### src/hdl/crmn_div.sv
// Radix-2 restoring divider for unsigned 64-bit numerator by 64-bit divisor.
module crmn_div (
    input  logic        clk,
    input  logic        rst_n,
    input  logic        start,
    input  logic [63:0] num,
    input  logic [63:0] den,
    output logic        busy,
    output logic [63:0] quo
);
    logic [63:0] rem_reg, rem_next;
    logic [63:0] quo_reg, quo_next;
    logic [63:0] den_reg;
    logic [6:0]  cnt_reg, cnt_next;
    logic [64:0] trial;

    always_comb
    begin
        rem_next = rem_reg;
        quo_next = quo_reg;
        cnt_next = cnt_reg;
        trial = {rem_reg, quo_reg[63]} - {1'b0, den_reg};
        if (start)
        begin
            rem_next = '0;
            quo_next = num;
            cnt_next = 7'd64;
        end
        else if (cnt_reg != '0)
        begin
            if (!trial[64])
            begin
                rem_next = trial[63:0];
                quo_next = {quo_reg[62:0], 1'b1};
            end
            else
            begin
                rem_next = {rem_reg[62:0], quo_reg[63]};
                quo_next = {quo_reg[62:0], 1'b0};
            end
            cnt_next = cnt_reg - 7'd1;
        end
    end

    always_ff @(posedge clk or negedge rst_n)
    begin
        if (!rst_n)
        begin
            cnt_reg <= '0;
        end
        else
        begin
            cnt_reg <= cnt_next;
        end
    end

    always_ff @(posedge clk)
    begin
        rem_reg <= rem_next;
        quo_reg <= quo_next;
        if (start)
        begin
            den_reg <= den;
        end
    end

    assign busy = (cnt_reg != '0);
    assign quo  = quo_reg;
endmodule

### config.mk
export PLATFORM = sky130hd
export DESIGN_NAME = crmn_div
export DESIGN_NICKNAME = d
export VERILOG_FILES = /design/src/hdl/crmn_div.sv
export SDC_FILE = /design/constraint.sdc
export NUM_CORES = 1
export LEC_CHECK = 0
export BUFFER_PORTS_ARGS = -buffer_cell sky130_fd_sc_hd__buf_2
export CORE_UTILIZATION = 35
export CTS_CLUSTER_SIZE = 28
export DETAILED_ROUTE_END_ITERATION = 10
export PLACE_DENSITY = 0.58
export SYNTH_ARGS = -nofsm -noshare
export SYNTH_HDL_FRONTEND = slang
export SYNTH_SLANG_ARGS = --single-unit
### constraint.sdc
create_clock -name clk -period 4.4 [get_ports clk]
set_input_delay 0.44 -clock clk [delete_from_list [all_inputs] [get_ports clk]]
set_output_delay 0.44 -clock clk [all_outputs]
set_load 0.01 [all_outputs]
==> metrics, run 1 <==
status=complete, no violations; Initial Util=35.9%; WL/cell=16.5 um; NetSw=2.22 mW; GRT overflow=0; Resize count post-CTS=0; Max Freq=0.256 GHz; pins over their slew limit=0; WP data required=4.79 ns; post-synthesis compound-gate area fraction=between 15 and 20%; total wire length=between 30 and 40 mm; number of port buffers=between 150 and 200; Fin. Hold Viols=0; Post-Synth Simple-Gate Area=between 10% and 20%; Synth Flop Type=edfxtp_1; die height=185 um; minimum clock period after layout=3.91 ns; total number of vias=9497; dominant cell type by area after synthesis=edfxtp_1; P_int=roughly 3.9 mW; Reg power frac=just over 40%; global-route wire length before repair=48.5 mm; H-Tree Depth=4; Fin Setup TNS=0 ns; relative slew slack=30.0%; worst hold start=den[50]; number of global-route vias before repair=about 9400; Power Dens Cells=446 nW/um^2; first drt pass iteration count=5; Startpoint Class=flop; largest family of logic cells by synthesized area=compound AO/OA/AOI/OAI gates; Core Rows=66; Hold Crit Depth=1; 1st-iter DRT viols=569; Area Overhead vs Synth=16.9%; R2R depth=13; Core Region=roughly 33000 um^2; Clock Path Buffers=2; Avg Cell Area, Syn=9.60 um^2; combinational share of power=32.5%; FFs w/ async S/R, synth=3.52%; DR DRC count=0; Worst Path Max Fanout=7; die area=between 30000 and 40000 um^2; Synth Cell Area=11800 um^2; final core utilization=42.0%; final critical-path share of the clock period=88.8%; WP data arrival=about 4.3 ns; Sw Ratio=36.2%; reg-to-reg setup timing slack=0.49 ns; Setup violations, final=0; mux contribution to synthesized area=6.12%; drt via density=slightly above 5; Gate Count Post-Synth=approximately 1200; Synthesis Warnings=0; max_cap viols=0; total track usage=18.1%; Die X=185 um; post-route ant nets=0; type of the worst setup path=reg2reg; GR Layer Usage met2=29.6%; grt met1 use=22.8%; largest net degree at the start of global routing=approximately 120; R2R Path Start=quo[63]; grt peak-use layer=met2; CTS tree=done; post-synthesis sequential area ratio=45.1%; initial antenna violation count=2; HP Class=in2reg; Sink Count=199; Final nets=1581; Worst Tran Pin Value=around 1.0 ns; share of cells above drive strength 1=22.7%; Tot Pwr=6.14 mW; clock power share=a little over a quarter; R2R Path End=rem_reg[59]; CTS clk-pin slew, worst paths=0.09 ns; Leakage=5.76 nW; worst vdd ir=0.294 mV; Synth Net Count=approximately 1400; Clock Skews=0.0219 ns; CP endpoint kind=flop; Synth Area in XOR/XNOR=under 10%; RSZ-0062 raised after global routing=false; flops & latches, synth=approximately 200; IO Count=196; Final GP Congestion=0.891; Synth area leaders=edfxtp_1, dfxtp_1, ha_1; Worst-Skew Late Latency=about 0.47 ns; Hold Slack=0.144 ns; top cell type's share of synthesized area=32.7%; met3 GRT Util=5.25%; Hold Path End=den_reg[50]; CTS Root Cell=clkbuf_16; Netlist cell types=65; number of flops mapped to enable cells by yosys=128; post-detail-place hpwl=21.9 mm; post-synthesis adder-cell area fraction=7.08%; cts bufs inserted=17
cells in the final DEF, fill, tap and decap left out, drive strengths merged, types with 10 or more instances in the layout:
cell,n
xnor2,32
inv,86
edfxtp,128
a21oi,99
dfxtp,64
ha,65
nand2b,11
a211oi,24
o211ai,10
nand3,14
buf,204
nand4,24
a21o,23
nor2,115
nand2,160
a311oi,44
nor3,20
xor2,22
mux2,63
o21bai,15
o21ai,41
clkbuf,18
metal layers:
layer,vias to the layer above,share of wire [%]
met1,4443,46
met3,26,6.7
met5,-,0.056
met4,2,1.5
met2,254,46
li1,4772,-
critical path: stages, from the launching register on:
cell and delay [ns]:
edfxtp_1 0.37, inv_1 0.05, ha_1 0.22, fa_1 0.38, nand2b_1 0.20, a21o_1 0.23, a211oi_4 0.31, o2111ai_4 0.19
a2111oi_4 0.44, nor4_2 0.12, a211o_2 0.41, or4_1 0.50, and3_1 0.18, a211oi_2 0.20
cells by family after synthesis:
| logic type | count (synthesis) |
|---|---|
| compound gates | 307 |
| xor+xnor | 54 |
| fa+ha+maj | 66 |
| buf+inv | 145 |
| flops | 199 |
| mux | 64 |
| simple gates | 390 |
layout make-up:
class | count | area, um^2
fillers | 3262 | 19000
multi-input cells | 881 | 5900
flip-flops and latches | 199 | 5300
repair buffers | 206 | 1110
well taps | 442 | 553
clock buffers | 17 | 425
inverters | 79 | 298
clock inverters | 15 | 174
diodes | 1 | 2.50
metrics by stage:
step | setup slack (ns) | cell area (um^2) | instances
after detailed placement | 0.494 | 13100 | 1806
after CTS | 0.470 | 13800 | 1839
final | 0.495 | 13800 | 1840
after global placement | 0.572 | 13100 | 1806
after global routing | 0.223 | 13800 | 1839
after floorplan | 0.867 | 11800 | 1225
power by group through the flow:
| stage | registers, mW | logic (mW) | clock network, mW |
|---|---|---|---|
| 6_report | 2.52 | 2.00 | 1.62 |
| 5_1_grt | 2.57 | 2.23 | 1.74 |
| 4_1_cts | 2.53 | 2.00 | 1.67 |
| 3_5_place_dp | 2.56 | 1.99 | 0 |
| 3_3_place_gp | 2.56 | 1.98 | 0 |
| 2_1_floorplan | 2.57 | 1.41 | 0 |
worst max-delay path by stage:
stage	start	endpoint	slack, ns	cells past startpoint
floorplan	quo[63]	rem_reg[59]	0.87	13
global placement	quo[63]	rem_reg[59]	0.57	13
detailed placement	quo[63]	rem_reg[59]	0.49	13
CTS	quo[63]	rem_reg[59]	0.47	13
global route	quo[63]	rem_reg[59]	0.22	13
finish	quo[63]	rem_reg[59]	0.49	13
cells in the mapped netlist, types with 11 or more instances:
library cell / n
nand4_1: 24
ha_1: 65
nand2b_1: 11
nor2_1: 115
o21ai_0: 38
edfxtp_1: 128
clkbuf_1: 47
a311oi_1: 44
dfxtp_1: 64
buf_2: 14
a21oi_1: 99
a21o_1: 23
o21bai_1: 14
a211oi_1: 21
mux2_2: 63
nand2_1: 160
nor3_1: 20
nand3_1: 14
inv_1: 78
xor2_1: 22
xnor2_1: 32
repair_timing:
| item | in CTS | in global routing |
|---|---|---|
| endpoints found under the hold margin | 7 | 0 |
| hold buffers | 1 | 0 |
| setup buffers | 0 | 0 |
Note: power is estimated with default switching activity, not from simulation.
==> run 2: changes to the inputs <==
--- a/config.mk
+++ b/config.mk
@@ -9,7 +9,7 @@
 export CORE_UTILIZATION = 35
 export CTS_CLUSTER_SIZE = 28
 export DETAILED_ROUTE_END_ITERATION = 10
-export PLACE_DENSITY = 0.58
+export PLACE_DENSITY = 0.63
 export SYNTH_ARGS = -nofsm -noshare
 export SYNTH_HDL_FRONTEND = slang
 export SYNTH_SLANG_ARGS = --single-unit
==> metrics, run 2 (synthesis results as in run 1) <==
status=complete, no violations; worst vdd ir=0.290 mV (-1.5%); Hold Path End=den_reg[46]; Startpoint Class=flop; instance area at placement=13100 um^2 (-0.12%); HP Class=in2reg; RSZ-0062 raised after global routing=false; Power Dens Cells=445 nW/um^2 (-0.40%); final critical-path share of the clock period=88.1% (-0.62 points); R2R depth=13 (unchanged); Core Region=32800 um^2 (unchanged); 1st-iter DRT viols=555 (-2.5%); Filler cells=3243 (-0.58%); relative slew slack=45.0% (+15 points); Die X=185 um (unchanged); WP data arrival=4.24 ns (-0.05 ns); Sink Count=199 (unchanged); Final GP Congestion=0.917 (+2.8%); Hold Crit Depth=1 (unchanged); IO Count=196 (unchanged); Clock Skews=0.0130 ns (-0.00894 ns); CTS tree=done; Setup WS post-layout=0.522 ns (+0.0271 ns); total number of vias=9624 (+1.3%); CP startpoint=quo[63]; most frequent cells in the layout=buf_2, nand2_1, edfxtp_1; drt via density=5.24 (+1.5%); max_cap viols=0 (unchanged); die height=185 um (unchanged); Max Freq=0.258 GHz (+0.70%); die area=34300 um^2 (unchanged); reg-to-reg setup timing slack=0.52 ns (+0.03 ns); WP data required=4.76 ns (-0.03 ns); Worst-Skew Late Latency=0.45 ns (-0.02 ns); total wire length=29.9 mm (-1.6%); minimum clock period after layout=3.88 ns (-0.0271 ns); R2R Path End=rem_reg[59]; dpl ws=0.520 ns (+0.0256 ns); post-route cell area=13700 um^2 (-0.35%); Area Overhead vs Synth=16.5%; Worst Tran Pin Value=0.826 ns (-0.224 ns); Hold Slack=0.162 ns (+0.0177 ns); global-route wire length before repair=48.3 mm (-0.36%); post-detail-place hpwl=21.4 mm (-2.2%); Antenna diodes=0 (-1); Setup violations, final=0 (unchanged); final core utilization=41.8% (-0.15 points); post-placement cell count=1804 (-0.11%); share of cells above drive strength 1=22.4% (-0.25 points); Fin Setup TNS=0 ns (unchanged); number of global-route vias before repair=9591 (+1.8%); Leakage=5.74 nW (-0.29%); Finished Layout Cells=1837 (-0.16%); type of the worst setup path=reg2reg; cts bufs inserted=17 (unchanged); H-Tree Depth=4 (unchanged); pins over their slew limit=0 (unchanged); CP endpoint kind=flop; initial antenna violation count=0 (-2); total track usage=18.0% (-0.14 points); first drt pass iteration count=5 (unchanged); CTS Root Cell=clkbuf_16; Tot Pwr=6.09 mW (-0.75%); Worst Path Max Fanout=7 (unchanged); Clock Path Buffers=2 (unchanged); commonest non-fill, non-tap cell in the layout=buf_2; Resize count post-CTS=0 (unchanged); worst hold start=den[46]; Fin. Hold Viols=0 (unchanged); Final nets=1579 (-0.13%); post-route ant nets=0 (unchanged); largest net degree at the start of global routing=129 (+6.6%); Initial Util=35.9% (unchanged); number of port buffers=195 (unchanged); DR DRC count=0 (unchanged); R2R Path Start=quo[63]; WL/cell=16.3 um (-1.5%); Core Rows=66 (unchanged); CTS clk-pin slew, worst paths=0.07 ns (-0.02 ns); GRT overflow=0 (unchanged)
-- run 2: worst max-delay path by stage --
| stage | end |
|---|---|
| 4_1_cts | rem_reg[59] |
| 5_1_grt | rem_reg[59] |
| 6_report | rem_reg[59] |
| 3_5_place_dp | rem_reg[59] |
| 2_1_floorplan | rem_reg[59] |
| 3_3_place_gp | rem_reg[59] |
-- run 2: area by class of cell --
class / instances / area, um^2 / area share, %
multi-input combinational: 881 / 5900 / 43.0
timing repair buffer: 204 / 1090 / 7.97
tap: 442 / 553 / 4.03
clock buffer: 20 / 458 / 3.34
clock inverter: 12 / 113 / 0.821
sequential: 199 / 5300 / 38.7
inverter: 79 / 297 / 2.16
-- run 2: metal layers --
metal,global-route usage (%),up-vias,share of wire (%)
met5,0,-,0
li1,-,4771,-
met1,22.4,4556,45
met3,4.68,19,6.1
met4,4.63,0,0.91
met2,30.5,278,48
-- run 2: what timing repair did --
item                      in CTS  in global routing
hold endpoints to repair       7                  0
setup buffers                  0                  0
hold buffers                   1                  0
-- run 2: power breakdown --
part / switching, mW / internal (mW)
Sequential: 0.202 / 2.33
Clock: 0.750 / 0.823
Combinational: 1.17 / 0.819
-- run 2: critical path, cell delays in order, from the launching register on --
cell	delay [ns]
edfxtp_1	0.38
inv_1	0.06
ha_1	0.22
fa_1	0.38
nand2b_1	0.19
a21o_1	0.21
a211oi_4	0.31
o2111ai_4	0.19
a2111oi_4	0.41
nor4_2	0.12
a211o_2	0.41
or4_1	0.50
and3_1	0.19
a211oi_2	0.21
